===== config.mk =====
export PLATFORM = sky130hd
export DESIGN_NAME = srsc_ring_map
export DESIGN_NICKNAME = d
export VERILOG_FILES = /design/src/rtl/core/srsc_pkg.sv /design/src/rtl/core/srsc_ring_map.sv
export SDC_FILE = /design/constraint.sdc
export NUM_CORES = 2
export LEC_CHECK = 0
export BUFFER_PORTS_ARGS = -buffer_cell sky130_fd_sc_hd__buf_2
export CAP_MARGIN = 10
export CORE_ASPECT_RATIO = 1.1
export CORE_UTILIZATION = 45
export CTS_CLUSTER_DIAMETER = 30
export CTS_CLUSTER_SIZE = 28
export DETAILED_ROUTE_END_ITERATION = 12
export PLACE_DENSITY_LB_ADDON = 0.3
export SYNTH_ARGS = -nofsm -noshare
export SYNTH_HDL_FRONTEND = slang
export SYNTH_SLANG_ARGS = --single-unit
export TNS_END_PERCENT = 30

===== constraint.sdc =====
create_clock -name aclk -period 19.7 [get_ports aclk]
set_input_delay 1.97 -clock aclk [delete_from_list [all_inputs] [get_ports aclk]]
set_output_delay 1.97 -clock aclk [all_outputs]
set_load 0.02 [all_outputs]

===== src/rtl/core/srsc_pkg.sv =====
// Shared widths and side codes for the square ring spiral mapper.
`timescale 1ns / 1ps

package srsc_pkg;

    localparam int X_BITS = 25;
    localparam int Z_BITS = 25;
    localparam int R_BITS = 24;

    typedef logic [1:0] side_t;

    localparam side_t SIDE_BOTTOM = 2'd0;
    localparam side_t SIDE_RIGHT  = 2'd1;
    localparam side_t SIDE_TOP    = 2'd2;
    localparam side_t SIDE_LEFT   = 2'd3;

endpackage


===== src/rtl/core/srsc_ring_map.sv =====
// Four-stage pipeline turning m and floor(sqrt(m)) into ring radius and x/z position.
`timescale 1ns / 1ps

module srsc_ring_map #(
    parameter int SW = 25,
    parameter int MW = 49
) (
    input  logic                                aclk,
    input  logic                                aresetn,
    input  logic                                in_valid,
    output logic                                in_ready,
    input  logic [MW-1:0]                       in_m,
    input  logic [SW-1:0]                       in_root,
    output logic                                out_valid,
    input  logic                                out_ready,
    output logic signed [srsc_pkg::X_BITS-1:0]  out_x,
    output logic signed [srsc_pkg::Z_BITS-1:0]  out_z,
    output logic [srsc_pkg::R_BITS-1:0]         out_r
);

    import srsc_pkg::*;

    localparam int AW = SW + 2;
    localparam int CW = SW + 2;

    logic rdy1, rdy2, rdy3, rdy4;
    logic v1_reg, v2_reg, v3_reg, v4_reg;

    // stage 1: ring number r = (s + 1) / 2
    logic [SW-1:0]   r1_next, r1_reg;
    logic [MW-1:0]   m1_reg;
    logic [SW:0]     s_inc;

    // stage 2: r * (r - 1)
    logic [2*SW-1:0] prod2_next, prod2_reg;
    logic [SW-1:0]   r2_reg;
    logic [MW-1:0]   m2_reg;

    // stage 3: offset into ring, wrapped at 8r
    logic [MW-1:0]   d3;
    logic [MW-1:0]   eight_r3;
    logic [AW-1:0]   a3_next, a3_reg;
    logic [SW-1:0]   r3_reg;

    // stage 4: side select and coordinates
    logic [AW-1:0]   two_r, four_r, six_r;
    logic [AW-1:0]   t4;
    side_t           side4;
    logic signed [CW-1:0] rs, ts, xs, zs;
    logic signed [X_BITS-1:0] x4_next, x4_reg;
    logic signed [Z_BITS-1:0] z4_next, z4_reg;
    logic [R_BITS-1:0]        r4_next, r4_reg;

    assign rdy4     = !v4_reg || out_ready;
    assign rdy3     = !v3_reg || rdy4;
    assign rdy2     = !v2_reg || rdy3;
    assign rdy1     = !v1_reg || rdy2;
    assign in_ready = rdy1;

    assign s_inc   = {1'b0, in_root} + (SW+1)'(1);
    assign r1_next = s_inc[SW:1];

    assign prod2_next = (2*SW)'(r1_reg) * (2*SW)'(r1_reg - SW'(1));

    // d lies in [1, 8r]; only the full count 8r wraps to zero
    assign d3       = m2_reg - MW'({prod2_reg, 2'b00});
    assign eight_r3 = MW'({r2_reg, 3'b000});
    assign a3_next  = (d3 == eight_r3) ? '0 : AW'(d3);

    assign two_r  = AW'({r3_reg, 1'b0});
    assign four_r = AW'({r3_reg, 2'b00});
    assign six_r  = four_r + two_r;

    always_comb begin
        priority if (a3_reg < two_r) begin
            side4 = SIDE_BOTTOM;
            t4    = a3_reg;
        end else if (a3_reg < four_r) begin
            side4 = SIDE_RIGHT;
            t4    = a3_reg - two_r;
        end else if (a3_reg < six_r) begin
            side4 = SIDE_TOP;
            t4    = a3_reg - four_r;
        end else begin
            side4 = SIDE_LEFT;
            t4    = a3_reg - six_r;
        end
    end

    assign rs = signed'(CW'(r3_reg));
    assign ts = signed'(CW'(t4));

    always_comb begin
        unique case (side4)
            SIDE_BOTTOM: begin
                xs = ts - rs;
                zs = -rs;
            end
            SIDE_RIGHT: begin
                xs = rs;
                zs = ts - rs;
            end
            SIDE_TOP: begin
                xs = rs - ts;
                zs = rs;
            end
            default: begin
                xs = -rs;
                zs = rs - ts;
            end
        endcase
    end

    assign x4_next = X_BITS'(xs);
    assign z4_next = Z_BITS'(zs);
    assign r4_next = R_BITS'(r3_reg);

    always_ff @(posedge aclk) begin
        if (!aresetn) begin
            v1_reg <= 1'b0;
            v2_reg <= 1'b0;
            v3_reg <= 1'b0;
            v4_reg <= 1'b0;
        end else begin
            if (rdy1) v1_reg <= in_valid;
            if (rdy2) v2_reg <= v1_reg;
            if (rdy3) v3_reg <= v2_reg;
            if (rdy4) v4_reg <= v3_reg;
        end
    end

    always_ff @(posedge aclk) begin
        if (rdy1 && in_valid) begin
            r1_reg <= r1_next;
            m1_reg <= in_m;
        end
        if (rdy2 && v1_reg) begin
            prod2_reg <= prod2_next;
            r2_reg    <= r1_reg;
            m2_reg    <= m1_reg;
        end
        if (rdy3 && v2_reg) begin
            a3_reg <= a3_next;
            r3_reg <= r2_reg;
        end
        if (rdy4 && v3_reg) begin
            x4_reg <= x4_next;
            z4_reg <= z4_next;
            r4_reg <= r4_next;
        end
    end

    assign out_valid = v4_reg;
    assign out_x     = x4_reg;
    assign out_z     = z4_reg;
    assign out_r     = r4_reg;

endmodule


==> results.toml <==
[status]
status = "finished, final reports clean"

[sta]
whs_ns = 0.4121
hold_viol_final = 0
timing.fmax_ghz = 0.09269
setup_viol = 0
slew_violations = 0
period_share_pct = 54.77
period_minus_slack_ns = 10.79
clock-skew-final_ns = 0.03536
setup_tns_ns = 0
worst_pin_slew_ns = 1.175
slew_headroom_pct = 20.66
rsz0062_at_grt = "no"

[global_routing]
grt_overflow = 0
track_usage_pct = 25.21
grt_pass1_vias = 36210
grt_max_degree = 75
antenna_found_initial = 2
grt_pass1_wl_um = 199100

[clock_tree]
cts_tree = "built"
cts_made_buffers = 66
cts_resized = 0
cts.root.buffer_cell = "clkbuf_16"
cts.path.max_buffers = 3
cts_setup_buffers = 0
hold_buffers = 0
h-tree-depth = 3
cts.clk_slew.worst_paths_ns = 0.05
clkLatencyLatePin_ns = 0.63
clkSinkCount = 324

[placed_design]
hpwl_um = 98220
placed_cell_area_um2 = 47380
gp_congestion = 0.9546
io_buffers = 153

[detailed_routing]
routed-wl-met3_um = 6974
dr_wl_met2_um = 63220
firstDrtPassIters = 5
drt-met1-wl_um = 50640
detail_route.wirelength_um = 126400
avgRoutedWirePerCell_um = 20.41
top_layer_used = "met4"
route.vias.total = 34110
route.detailed.drc = 0
drt_iter0_markers = 2180
avgViaCountPerCell = 5.508
antenna_left = 0

[yosys]
avgSynthCellArea_um2 = 9.483
ys_warn_count = 0
synth_edf_count = 320
synth_ff_type = "edfxtp_1"
synthArstFlopShare_pct = 0
synth_cells = 4775
synth-seq-cells = 324
yosysSeqAreaShare_pct = 21.40
syn_nets = 5832
synth_cell_types = 98
synth_area_um2 = 45280

[final_layout]
final.fill_count = 9265
nNetsFinal = 5907
fin_area_um2 = 49540
syn2layout_area_growth_pct = 9.403
final_layout_size_suffix_gt1_share_pct = 8.080

[flow_run]
maxCapViolations = 0

[setup_path]
end_kind = "flip-flop"
startpoint_type = "flip-flop"
cpMostUsedCell = "fa_1"
slowest_stage = "nor4_1"
cp.required_ns = 20.04
critPathArrivalTime_ns = 11.13
crit_fanout = 24
ff2ff_setup_slack_ns = 8.91
reg2regPathDepth = 31
crit_type = "flip-flop to flip-flop"
max_stage_delay_ns = 0.94

[floorplan]
core_area_um2 = 99320
die_w_um = 304.4
dieArea_um2 = 101900
pin_count = 154
initial_utilization_pct = 45.59
die_h_um = 334.7
num_rows = 121

[hold_path]
hold_class = "flip-flop to flip-flop"
min_path_cells = 0
==> cells by family (layout without fill, tap and decap cells) <==
| kind of cell | after synthesis | after routing | synth area share (%) |
|---|---|---|---|
| AOI/OAI and AO/OA | 885 | 885 | 12.75 |
| xor gates and xnor gates | 251 | 251 | 4.872 |
| adders and majority gates | 979 | 979 | 36.20 |
| buffers and inverters | 979 | 1105 | 8.174 |
| DFF | 324 | 324 | 21.40 |
| muxes | 16 | 16 | 0.3979 |
| other | 0 | 1 | 0 |
| and+or+nand+nor | 1341 | 1341 | 16.20 |
==> cells in the mapped netlist (all sizes together) (13+ instances only) <==
library cell | instances | area share (%)
o21bai | 23 | 0.38
xor2 | 88 | 1.7
inv | 779 | 6.5
or3 | 19 | 0.27
and2 | 31 | 0.43
a21o | 104 | 1.7
buf | 13 | 0.17
or2 | 18 | 0.25
nor2 | 205 | 1.8
a31oi | 33 | 0.50
clkbuf | 186 | 1.5
ha | 427 | 12
nor3 | 65 | 0.72
o211ai | 15 | 0.25
nand4 | 25 | 0.35
a211oi | 40 | 0.67
nand2 | 202 | 1.7
a21oi | 242 | 2.7
and3 | 35 | 0.48
o22ai | 19 | 0.26
fa | 552 | 24
nor4 | 18 | 0.28
xnor2 | 163 | 3.2
nand2b | 420 | 5.8
nand3 | 69 | 0.76
o21a | 36 | 0.60
a221oi | 14 | 0.27
edfxtp | 320 | 21
o21ai | 204 | 2.3
nor2b | 203 | 2.8
==> placed cells by master, fill, tap and decap left out, drive strengths merged, types with 31 or more instances in the layout <==
master	n
and2	31
a31oi	33
inv	790
nor2b	203
o21a	36
xnor2	163
o21ai	204
ha	427
xor2	88
nor2	205
nand2b	420
nand2	202
clkbuf	74
nand3	69
a21o	104
a211oi	40
edfxtp	320
buf	206
and3	35
fa	552
nor3	65
a21oi	242
==> layout make-up <==
class	count	area, µm²	area share [%]
antenna	1	2.502	0.005052
clock buffer	74	1724	3.480
clock inverter	45	429.2	0.8663
inverter	780	2928	5.910
multi-input combinational	3472	31990	64.57
sequential	324	9689	19.56
tap	1291	1615	3.261
timing repair buffer	206	1164	2.349
==> worst max-delay path: cells and delay by family (launching register included) <==
| kind | cells | cell delay, ns |
|---|---|---|
| adders and majority gates | 10 | 4.81 |
| and+or+nand+nor | 7 | 2.56 |
| AOI/OAI and AO/OA | 6 | 1.39 |
| buffers and inverters | 7 | 0.97 |
| DFF | 1 | 0.60 |
| xor gates and xnor gates | 1 | 0.13 |
==> path summary, 6_finish.rpt <==
kind,start,endpoint
setup / recovery,r1_reg[1],prod2_reg[46]
hold / removal,m1_reg[0],m2_reg[0]
setup reg to reg,r1_reg[1],prod2_reg[46]
hold reg to reg,m1_reg[0],m2_reg[0]
==> per-layer routing <==
layer  GRT usage [%]  up-vias
li1                -    15940
met1           29.78    16870
met2           45.47     1042
met3           3.280      258
met4           11.47        0
met5               0        -
==> stage by stage <==
stage | util (%) | worst slack [ns] | instances
floorplan | - | 7.981 | 4775
global placement | 47.71 | 9.193 | 6073
detailed placement | 47.71 | 9.058 | 6073
CTS | 49.88 | 9.014 | 6192
global route | 49.88 | 8.503 | 6192
finish | 49.88 | 8.911 | 6193
Power is not shown: default switching activity piles up to over one toggle a cycle in this logic, so the estimate is an artifact.
