$ cat src/rtl/core/srsc_sqrt_cell.sv
// One digit cell of the pipelined integer square root: resolves one root bit per stage.
`timescale 1ns / 1ps

module srsc_sqrt_cell #(
    parameter int SW   = 25,
    parameter int STEP = 0
) (
    input  logic                aclk,
    input  logic                aresetn,
    input  logic                in_valid,
    output logic                in_ready,
    input  logic [2*SW-1:0]     in_rad,
    input  logic [SW+1:0]       in_rem,
    input  logic [SW-1:0]       in_root,
    output logic                out_valid,
    input  logic                out_ready,
    output logic [2*SW-1:0]     out_rad,
    output logic [SW+1:0]       out_rem,
    output logic [SW-1:0]       out_root
);

    localparam int PW = 2 * SW;
    localparam int RW = SW + 2;
    localparam int CW = RW + 2;

    logic          valid_reg;
    logic [PW-1:0] rad_reg;
    logic [RW-1:0] rem_reg;
    logic [SW-1:0] root_reg;

    logic [1:0]    pair;
    logic [CW-1:0] cur;
    logic [CW-1:0] trial;
    logic [CW-1:0] diff;
    logic          take;
    logic [RW-1:0] rem_next;
    logic [SW-1:0] root_next;

    // next two radicand bits, most significant pair first
    assign pair  = in_rad[PW-1-2*STEP -: 2];
    assign cur   = {in_rem, pair};
    assign trial = CW'({in_root, 2'b01});
    assign take  = (cur >= trial);
    assign diff  = cur - trial;

    assign rem_next  = take ? RW'(diff) : RW'(cur);
    assign root_next = {in_root[SW-2:0], take};

    assign in_ready = !valid_reg || out_ready;

    always_ff @(posedge aclk) begin
        if (!aresetn) begin
            valid_reg <= 1'b0;
        end else if (in_ready) begin
            valid_reg <= in_valid;
        end
    end

    always_ff @(posedge aclk) begin
        if (in_ready && in_valid) begin
            rad_reg  <= in_rad;
            rem_reg  <= rem_next;
            root_reg <= root_next;
        end
    end

    assign out_valid = valid_reg;
    assign out_rad   = rad_reg;
    assign out_rem   = rem_reg;
    assign out_root  = root_reg;

endmodule

$ cat config.mk
export PLATFORM = sky130hd
export DESIGN_NAME = srsc_sqrt_cell
export DESIGN_NICKNAME = d
export VERILOG_FILES = /design/src/rtl/core/srsc_sqrt_cell.sv
export SDC_FILE = /design/constraint.sdc
export NUM_CORES = 1
export LEC_CHECK = 0
export BUFFER_PORTS_ARGS = -buffer_cell sky130_fd_sc_hd__buf_4
export CAP_MARGIN = 10
export CORE_MARGIN = 3
export CORE_UTILIZATION = 52
export DETAILED_ROUTE_END_ITERATION = 12
export GPL_ROUTABILITY_DRIVEN = 0
export PLACE_DENSITY = 0.86
export REMOVE_ABC_BUFFERS = 1
export SLEW_MARGIN = 20
export SYNTH_ARGS = -nofsm -noshare
export SYNTH_HDL_FRONTEND = slang
export SYNTH_SLANG_ARGS = --single-unit
$ cat constraint.sdc
create_clock -name aclk -period 7.7 [get_ports aclk]
set_input_delay 1.54 -clock aclk [delete_from_list [all_inputs] [get_ports aclk]]
set_output_delay 1.54 -clock aclk [all_outputs]
set_load 0.05 [all_outputs]
==> out/results.ini, run 1 <==
[clocking]
cts.sinks = 103
clkTransAtPathRegs_ps = 110
worstSkewPairLatency_ps = 360
numCtsBuffers = 9
cts_tree = yes
post-cts-setup-buffer-count = 0
cts_root_buffer = clkbuf_8
postCtsHoldBufs = 0
clk_path_buf_depth = 2
htreeDepth = 3
cts_resized = 0

[final_layout]
final_cells = 712
areaGrowthSynthToFinish_pct = 36.5
diodes = 0
finalInstanceArea_um2 = 6910
nNetsFinal = 711
final_layout_size_suffix_gt1_frac = 0.446
utilization = 0.738

[sta]
maxSlewViolCount = 0
setup_tns_ps = 0
fin_ws_ps = 3380
maxSlewHeadroom = 0.420
finalCriticalPeriod_ps = 4320
timing.hold.ws_ps = 591
rsz0062_at_grt = no
skew_ps = 11.9
setup_violations = 0
worst_slew_pin_slew_ps = 869
finalHoldViolations = 0
fmax_ghz = 0.231
period_share = 0.561

[routing]
routed_wl_um = 13300
wl_per_cell_um = 18.7
drc_errors = 0
via_per_inst = 5.32
num_vias = 3785
antenna_left = 0
drtIter0Drc = 270
dr.pass1.iters = 4

[power]
finalPower_mw = 1.47
leakage_nw = 3.10
vdd_drop_max_mv = 0.127
p_per_area_nw_per_um2 = 213

[die]
initial_core_util = 0.541
die_h_um = 105
dieWidth_um = 105
die-area_um2 = 11000
core_um2 = 9370
ioPinCount = 210
row_count = 35

[yosys]
avgSynthCellArea_um2 = 13.8
ys_types = 52
syn_area_um2 = 5070
synthCells = 367
ys.flop_type = edfxtp_1
yosysTopAreaCell = edfxtp_1
async_flop_share = 0
synth_top_area_frac = 0.605
yosys_warnings = 0
synth_area_leaders = edfxtp_1 60%, ha_1 6.7%, mux2_4 4.4%
synth_edf_count = 102
synth-seq-cells = 103
yosysSeqAreaShare = 0.609

[setup_path]
critPathMaxStageDelay_ps = 420
arrival_ps = 4430
cp_cell_sequence = buf_4, ha_1, o21ai_1, a22oi_1, a21oi_2, o31ai_2, a41oi_2, o31ai_1, a2111o_1, buf_4, mux2_2
worstSetupPathType = in -> reg
endpoint_kind = flop
critPathLaunchType = input pin
required_ps = 7810
r2r_end = out_root[13]$_DFFE_PP_
crit_path_max_fanout = 28
r2r-start = out_valid$_SDFFE_PN0N_
startpoint = in_rem[0]
critPathTopFamily = compound AO/OA/AOI/OAI gates
r2r_slack_ps = 5600
critPathSlowestCell = buf_4
ff2ff_path_depth = 3
cp_num_buf_inv = 2
crit_top_cell = buf_4

[global_route]
grt_pass1_wl_um = 20600
grt_max_degree = 71
overflow = 0
grt_pass1_vias = 3805
grt.total_usage = 0.241
antenna_found_initial = 0

[placed_design]
place_ws_ps = 3000
place_area_um2 = 6720
place_hpwl_um = 10500
dpl.cell_count = 696
port_buffers = 209

[min_path]
hold_class = reg -> reg
hold_depth = 2
min_from = out_valid$_SDFFE_PN0N_
min_to = out_valid$_SDFFE_PN0N_

[job]
drv_cap = 0

[status]
status = finished, final reports clean

-- cells in the mapped netlist, types with 3 or more instances --
| master | count |
|---|---|
| edfxtp_1 | 102 |
| nand3_1 | 3 |
| nor2_1 | 13 |
| a31oi_1 | 3 |
| a21oi_1 | 24 |
| mux2_4 | 15 |
| mux2_2 | 8 |
| nand2_1 | 12 |
| ha_1 | 27 |
| o221ai_1 | 3 |
| xnor2_1 | 17 |
| inv_1 | 41 |
| mux2i_1 | 3 |
| nor3_1 | 3 |
| a21o_1 | 7 |
| nand4_1 | 9 |
| nand2b_1 | 5 |
| o21a_1 | 3 |
| clkbuf_1 | 5 |
| and2_1 | 3 |
| xor2_1 | 8 |
| o21bai_1 | 5 |
| a211oi_1 | 3 |
| o21ai_1 | 4 |
| o21ai_0 | 6 |
-- cells in the final DEF, fill, tap and decap left out, types with 2 or more instances in the layout --
| master | count |
|---|---|
| xor2_1 | 8 |
| mux2_2 | 8 |
| edfxtp_1 | 102 |
| and2_4 | 2 |
| a31oi_1 | 3 |
| xnor2_1 | 17 |
| mux2i_1 | 3 |
| nor2_1 | 13 |
| nand4_1 | 9 |
| o221ai_1 | 3 |
| nand2_1 | 12 |
| ha_1 | 27 |
| buf_4 | 211 |
| nand3_1 | 3 |
| inv_6 | 3 |
| o21bai_1 | 5 |
| a21oi_1 | 24 |
| inv_1 | 41 |
| o21a_1 | 3 |
| nor3_1 | 3 |
| o21ai_0 | 6 |
| a21oi_2 | 2 |
| clkbuf_8 | 9 |
| o31ai_1 | 2 |
| a211oi_1 | 3 |
| nand2b_1 | 5 |
| mux2_4 | 15 |
| and2_1 | 2 |
| o21ai_1 | 4 |
| a21boi_0 | 2 |
| a21o_1 | 7 |
| a211o_1 | 2 |
| a221oi_2 | 2 |
-- worst max-delay path by stage --
stage,endpoint,cells after the start
floorplan,out_rad[0]$_DFFE_PP_,2
global route,out_rem[4]$_DFFE_PP_,12
CTS,out_rem[4]$_DFFE_PP_,11
finish,out_rem[4]$_DFFE_PP_,11
global placement,out_rem[9]$_DFFE_PP_,11
detailed placement,out_rem[4]$_DFFE_PP_,11
-- registers in the layout, summed over array words and instances, names as in the netlist --
register	flops
out_rad	50
out_root	25
out_valid	1
out_rem	27
-- logic make-up after synthesis --
kind of cell,count (synthesis),share of synthesized area
adder cells (fa/ha/maj),27,0.0667
AND/OR/NAND/NOR,56,0.0580
multiplexers,26,0.0682
XOR/XNOR,25,0.0432
AO/OA/AOI/OAI,78,0.107
buffers and inverters,52,0.0484
flip-flops,103,0.609
-- per-layer routing --
metal | part of all wire | GRT usage
met3 | 0.078 | 0.0747
met2 | 0.52 | 0.435
met4 | 0.022 | 0.0778
met1 | 0.38 | 0.272
met5 | 0 | 0
-- power by group --
| group | switching (mW) | internal (mW) | leakage [nW] | total [mW] |
|---|---|---|---|---|
| logic | 0.285 | 0.175 | 2.01 | 0.460 |
| registers | 0.0126 | 0.674 | 0.994 | 0.686 |
| clock network | 0.197 | 0.127 | 0.0965 | 0.324 |
-- worst reg2reg max path, delay by kind of cell (launching register included) --
kind                   cells  cell delay [ps]
DFF                        1              330
and+or+nand+nor            2              580
buffers and inverters      1              790
-- cell type report --
class	instances	area, um^2
Timing Repair Buffer	211	1580
Fill cell	671	2460
Clock inverter	6	62.6
Multi-Input combinational cell	212	1740
Tap cell	129	161
Inverter	41	154
Clock buffer	10	128
Sequential cell	103	3080
No activity file was read; power rests on OpenSTA's default activity.
==> run 2, diff against run 1 <==
--- a/config.mk
+++ b/config.mk
@@ -8,10 +8,10 @@
 export BUFFER_PORTS_ARGS = -buffer_cell sky130_fd_sc_hd__buf_4
 export CAP_MARGIN = 10
 export CORE_MARGIN = 3
-export CORE_UTILIZATION = 52
+export CORE_UTILIZATION = 48
 export DETAILED_ROUTE_END_ITERATION = 12
 export GPL_ROUTABILITY_DRIVEN = 0
-export PLACE_DENSITY = 0.86
+export PLACE_DENSITY = 0.8
 export REMOVE_ABC_BUFFERS = 1
 export SLEW_MARGIN = 20
 export SYNTH_ARGS = -nofsm -noshare
==> constraint.sdc (replaced) <==
create_clock -name aclk -period 4.51 [get_ports aclk]
set_input_delay 0.902 -clock aclk [delete_from_list [all_inputs] [get_ports aclk]]
set_output_delay 0.902 -clock aclk [all_outputs]
set_load 0.05 [all_outputs]
==> out/results.ini, run 2 (synthesis results as in run 1) <==
[status]
status = finished, final reports clean

[sta]
rsz0062_at_grt = no
fmax_ghz = 0.283
skew_ps = 5.90  ; -5.97 ps
setup_violations = 0  ; unchanged
period_share = 0.783
finalCriticalPeriod_ps = 3530
setup_tns_ps = 0  ; unchanged
maxSlewHeadroom = 0.679  ; +0.258
fin_ws_ps = 980  ; -2400 ps
maxSlewViolCount = 0  ; unchanged
worst_slew_pin_slew_ps = 475  ; -394 ps
timing.hold.ws_ps = 547  ; -43.8 ps
finalHoldViolations = 0  ; unchanged

[die]
ioPinCount = 210  ; unchanged
dieWidth_um = 109  ; +3.8%
die-area_um2 = 11800  ; +7.8%
core_um2 = 10000  ; +6.7%
initial_core_util = 0.507  ; -0.0340
row_count = 36  ; +2.9%
die_h_um = 109  ; +3.8%

[power]
power_frac_seq = 0.470  ; +0.003
combPwrFrac = 0.314  ; about the same
finalPower_mw = 2.49  ; +70%
p_int_mw = 1.66  ; +70%
p_per_area_nw_per_um2 = 360  ; +69%
vdd_drop_max_mv = 0.174  ; +37%
power_switching_uw = 836  ; +69%
switching_share = 0.335  ; -0.00123
leakage_nw = 3.10  ; +0.20%
p_clk_frac = 0.216  ; -0.005

[final_layout]
diodes = 0  ; unchanged
most-common-layout-cells = 211 x buf_4, 102 x edfxtp_1, 41 x inv_1
areaGrowthSynthToFinish_pct = 36.7
register_area_um2 = 3080  ; unchanged
nNetsFinal = 712  ; +0.14%
layout_commonest_cell = buf_4
finalInstanceArea_um2 = 6930  ; +0.20%
multi_input_area_um2 = 1740  ; unchanged
largest_reg_flops = 50  ; unchanged
fillers = 763  ; +14%
utilization = 0.693  ; -0.0450
final_layout_size_suffix_gt1_frac = 0.449  ; +0.00266
final_cells = 717  ; +0.70%

[routing]
wl_per_cell_um = 18.0  ; -3.6%
antenna_left = 0  ; unchanged
num_vias = 3707  ; -2.1%
via_per_inst = 5.17  ; -2.7%
dr.pass1.iters = 5  ; +1
routed_wl_um = 12900  ; -2.9%
drc_errors = 0  ; unchanged
drtIter0Drc = 274  ; +1.5%

[clocking]
clkTransAtPathRegs_ps = 100  ; about the same
cts.sinks = 103  ; unchanged
numCtsBuffers = 9  ; unchanged
worstSkewPairLatency_ps = 370  ; about the same
cts_resized = 0  ; unchanged
htreeDepth = 3  ; unchanged
postCtsHoldBufs = 0  ; unchanged
cts_root_buffer = clkbuf_8
cts_tree = yes
clk_path_buf_depth = 2  ; unchanged
post-cts-setup-buffer-count = 0  ; unchanged

[setup_path]
crit_path_max_fanout = 28  ; unchanged
critPathSlowestCell = mux2_2
arrival_ps = 3650  ; -780 ps
worstSetupPathType = in -> reg
endpoint_kind = flop
cp_num_buf_inv = 2  ; unchanged
critPathTopFamily = compound AO/OA/AOI/OAI gates
required_ps = 4630  ; -3180 ps
cp_cell_sequence = buf_4, ha_1, o21ai_1, a22oi_1, a21oi_2, o31ai_2, a41oi_2, o31ai_1, a2111o_1, buf_12, mux2_2
critPathLaunchType = input pin
critPathMaxStageDelay_ps = 370  ; -50 ps

[global_route]
grt.total_usage = 0.213  ; -0.0279
grt.busiest_layer = met2
met3_usage = 0.0568  ; -0.0179
grt_pass1_vias = 3674  ; -3.4%
overflow = 0  ; unchanged
met2_usage = 0.383  ; -0.0515
use_met1 = 0.242  ; -0.0296
antenna_found_initial = 0  ; unchanged
grt_pass1_wl_um = 19100  ; -7.0%
grt_max_degree = 42  ; -41%

[placed_design]
place_hpwl_um = 10300  ; -2.1%
port_buffers = 209  ; unchanged
place_ws_ps = 583  ; -2420 ps
place_area_um2 = 6750  ; +0.37%
dpl.cell_count = 701  ; +0.72%

[job]
drv_cap = 0  ; unchanged

[min_path]
hold_class = reg -> reg

==> run 2: changes by cell type in the layout (fill, tap and decap cells not counted), sizes merged <==
| cell | delta |
|---|---|
| clkbuf | -1 |
| buf | +1 |
| clkinvlp | +1 |
| clkinv | +1 |
| inv | -1 |
==> run 2: routing by layer <==
metal	up-vias	wire length, um	part of all wire
met3	22	1150	0.089
met2	168	6710	0.52
met4	0	301	0.023
met1	1735	4760	0.37
li1	1782	-	-
met5	-	0	0
==> run 2: worst reg2reg max path, delay by kind of cell, from the launching register on <==
family | cells | cell delay (ps)
buffers and inverters | 1 | 510
DFF | 1 | 320
and+or+nand+nor | 2 | 570
==> run 2: final timing paths <==
| kind | depth (start not counted) | slack, ps | end | from |
|---|---|---|---|---|
| max | 11 | 980 | out_rem[8]$_DFFE_PP_ | in_rem[0] |
| min | 2 | 550 | out_valid$_SDFFE_PN0N_ | out_valid$_SDFFE_PN0N_ |
| max reg2reg | 3 | 2740 | out_rad[27]$_DFFE_PP_ | out_valid$_SDFFE_PN0N_ |
| min reg2reg | 2 | 550 | out_valid$_SDFFE_PN0N_ | out_valid$_SDFFE_PN0N_ |
==> run 2: area by class of cell <==
type | instances | share of cell area
tap | 133 | 0.0240
inverter | 41 | 0.0222
multi-input combinational | 212 | 0.251
clock inverter | 7 | 0.00795
timing repair buffer | 212 | 0.232
clock buffer | 9 | 0.0179
sequential | 103 | 0.445
==> run 2: power groups by stage <==
| stage | clock network (mW) | logic, mW | registers, mW |
|---|---|---|---|
| after CTS | 0.551 | 0.789 | 1.17 |
| after detailed placement | 0 | 0.786 | 1.19 |
| after global routing | 0.594 | 0.830 | 1.18 |
| after floorplan | 0 | 0.272 | 1.45 |
| final | 0.540 | 0.783 | 1.17 |
| after global placement | 0 | 0.771 | 1.19 |
==> run 3, diff against run 2 <==
--- a/config.mk
+++ b/config.mk
@@ -5,13 +5,14 @@
 export SDC_FILE = /design/constraint.sdc
 export NUM_CORES = 1
 export LEC_CHECK = 0
+export ABC_AREA = 1
 export BUFFER_PORTS_ARGS = -buffer_cell sky130_fd_sc_hd__buf_4
 export CAP_MARGIN = 10
 export CORE_MARGIN = 3
-export CORE_UTILIZATION = 48
+export CORE_UTILIZATION = 45
 export DETAILED_ROUTE_END_ITERATION = 12
 export GPL_ROUTABILITY_DRIVEN = 0
-export PLACE_DENSITY = 0.8
+export PLACE_DENSITY = 0.76
 export REMOVE_ABC_BUFFERS = 1
 export SLEW_MARGIN = 20
 export SYNTH_ARGS = -nofsm -noshare
==> constraint.sdc (replaced) <==
create_clock -name aclk -period 2.9 [get_ports aclk]
set_input_delay 0.58 -clock aclk [delete_from_list [all_inputs] [get_ports aclk]]
set_output_delay 0.58 -clock aclk [all_outputs]
set_load 0.05 [all_outputs]
==> out/results.ini, run 3 <==
[clocking]
cts_tree = yes
cts.sinks = 103  ; unchanged
cts_resized = 0  ; unchanged
post-cts-setup-buffer-count = 0  ; unchanged
postCtsHoldBufs = 0  ; unchanged
numCtsBuffers = 9  ; unchanged
cts_root_buffer = clkbuf_16
worstSkewPairLatency_ps = 350  ; -20 ps
clk_path_buf_depth = 2  ; unchanged
clkTransAtPathRegs_ps = 80  ; -20 ps
htreeDepth = 3  ; unchanged

[yosys]
synth_top_area_frac = 0.528  ; -0.0766
ys_top_cells_by_count = 204 x nand2_1, 127 x inv_1, 102 x edfxtp_1, 42 x nand3_1, 30 x nor2_1
synth-seq-cells = 103  ; unchanged
synth_area_leaders = edfxtp_1 53%, nand2_1 13%, inv_1 8.2%
yosys-mux-area-fraction = 0  ; -0.0682
synth_adder_area_share = 0.0582  ; -0.00844
synthCells = 640  ; +74%
async_flop_share = 0  ; unchanged
ys_types = 30  ; -42%
yosysTopAreaCell = edfxtp_1
yosys_warnings = 0  ; unchanged
syn_area_um2 = 5800  ; +14%
synth_xor_area_frac = 0.0211  ; -0.0221
synth_edf_count = 102  ; unchanged
synth-compound-area-share = 0.0211  ; -0.0858
ys.flop_type = edfxtp_1
synth_top_family_by_area = simple AND/OR/NAND/NOR gates
synth-simple-area-share = 0.269  ; +0.211
yosysSeqAreaShare = 0.531  ; -0.0771
yosysMostFrequentCell = nand2_1
avgSynthCellArea_um2 = 9.06  ; -34%

[status]
status = finished, final reports clean

[setup_path]
critPathMaxStageDelay_ps = 360  ; about the same
endpoint_kind = flop
r2r-start = out_valid$_SDFFE_PN0N_
r2r_slack_ps = 1510  ; -1230 ps
required_ps = 3000  ; -1630 ps
arrival_ps = 2280  ; -1370 ps
r2r_end = out_rad[29]$_DFFE_PP_
critPathLaunchType = input pin
crit_path_max_fanout = 26  ; -7.1%
startpoint = in_rem[6]
ff2ff_path_depth = 2  ; -1
critPathSlowestCell = ha_1
cp_cell_sequence = buf_4, ha_1, nand2_2, nor2_2, nand2_2, nor2_2, nand3_1, and3_1, buf_4, nand3_1, nand2_1
worstSetupPathType = in -> reg

[power]
p_clk_frac = 0.288  ; +0.072
finalPower_mw = 4.27  ; +71%
p_int_mw = 2.80  ; +69%
power_frac_seq = 0.424  ; -0.046
leakage_nw = 3.94  ; +27%
switching_share = 0.344  ; +0.00902
p_per_area_nw_per_um2 = 542  ; +51%
vdd_drop_max_mv = 0.418  ; +140%
power_switching_mw = 1.47  ; +76%
combPwrFrac = 0.288  ; -0.026

[final_layout]
final_cells = 1032  ; +44%
areaGrowthSynthToFinish_pct = 35.8
nNetsFinal = 992  ; +39%
diodes = 0  ; unchanged
finalInstanceArea_um2 = 7880  ; +14%
largest_reg_flops = 50  ; unchanged
most-common-layout-cells = 214 x buf_4, 204 x nand2_1, 127 x inv_1
final_layout_size_suffix_gt1_frac = 0.321  ; -0.128
layout_commonest_cell = buf_4

[die]
dieWidth_um = 120  ; +9.9%
core_um2 = 12300  ; +23%
die_h_um = 120  ; +9.9%
die-area_um2 = 14300  ; +21%
initial_core_util = 0.471  ; -0.0355
row_count = 40  ; +11%
ioPinCount = 210  ; unchanged

[sta]
finalCriticalPeriod_ps = 2180
setup_tns_ps = 0  ; unchanged
skew_ps = 9.40  ; +3.49 ps
fmax_ghz = 0.459
rsz0062_at_grt = no
setup_violations = 0  ; unchanged
timing.hold.ws_ps = 395  ; -151 ps
maxSlewHeadroom = 0.662  ; -0.0171
maxSlewViolCount = 0  ; unchanged
period_share = 0.752
finalHoldViolations = 0  ; unchanged
worst_slew_pin_slew_ps = 508  ; +32.3 ps

[routing]
routed_wl_um = 15700  ; +21%
via_per_inst = 4.75  ; -8.1%
drc_errors = 0  ; unchanged
num_vias = 4903  ; +32%
drtIter0Drc = 309  ; +13%
antenna_left = 0  ; unchanged
wl_per_cell_um = 15.2  ; -16%
dr.pass1.iters = 5  ; unchanged

[global_route]
overflow = 0  ; unchanged
grt_max_degree = 60  ; +43%
grt_pass1_wl_um = 24600  ; +29%
grt_pass1_vias = 4857  ; +32%
antenna_found_initial = 0  ; unchanged
grt.total_usage = 0.220  ; +0.00626

[min_path]
min_to = out_rad[22]$_DFFE_PP_
hold_class = in -> reg
min_from = in_rad[22]
hold_depth = 1  ; -1

[placed_design]
port_buffers = 209  ; unchanged
place_area_um2 = 7570  ; +12%
dpl.cell_count = 1016  ; +45%
place_hpwl_um = 12500  ; +22%

[job]
drv_cap = 0  ; unchanged

run 3: layer usage:
layer / part of all wire / global-route usage
met1: 0.40 / 0.254
met2: 0.50 / 0.399
met3: 0.077 / 0.0655
met4: 0.016 / 0.0530
met5: 0 / 0
run 3: cell type report:
class / instances / area (um^2)
well taps: 168 / 210
flip-flops and latches: 103 / 3080
fillers: 1084 / 4430
inverters: 128 / 480
repair buffers: 216 / 1650
clock buffers: 9 / 225
multi-input cells: 401 / 2150
clock inverters: 7 / 81.3
run 3: how the worst max path moves through the flow:
| stage | to | slack [ps] | cells past startpoint |
|---|---|---|---|
| 4_1_cts | out_rem[26]$_DFFE_PP_ | 750 | 11 |
| 3_5_place_dp | out_rem[21]$_DFFE_PP_ | 380 | 11 |
| 3_3_place_gp | out_rem[21]$_DFFE_PP_ | 370 | 11 |
| 6_report | out_rem[26]$_DFFE_PP_ | 720 | 11 |
| 5_1_grt | out_rem[1]$_DFFE_PP_ | 570 | 12 |
| 2_1_floorplan | out_rad[0]$_DFFE_PP_ | -3240 | 2 |
run 3: logic make-up after synthesis:
family                     count (synthesis)
AOI/OAI and AO/OA                         23
xor gates and xnor gates                  14
adders and majority gates                 27
buffers and inverters                    136
DFF                                      103
and+or+nand+nor                          337
run 3: metrics by stage:
stage	utilization	setup slack (ps)
global route	0.640	572
detailed placement	0.615	376
floorplan	-	-3240
CTS	0.640	749
finish	0.640	719
global placement	0.615	372
run 3: worst max-delay path, delay by kind of cell:
family	cells	cell delay (ps)
buf+inv	2	390
fa+ha+maj	1	360
simple gates	8	940
run 3: power by group through the flow:
stage	logic [mW]	clock network (mW)	registers [mW]
after global routing	1.33	1.31	1.82
after CTS	1.24	1.25	1.82
after floorplan	0.421	0	2.25
final	1.23	1.23	1.81
after detailed placement	1.23	0	1.85
after global placement	1.22	0	1.85
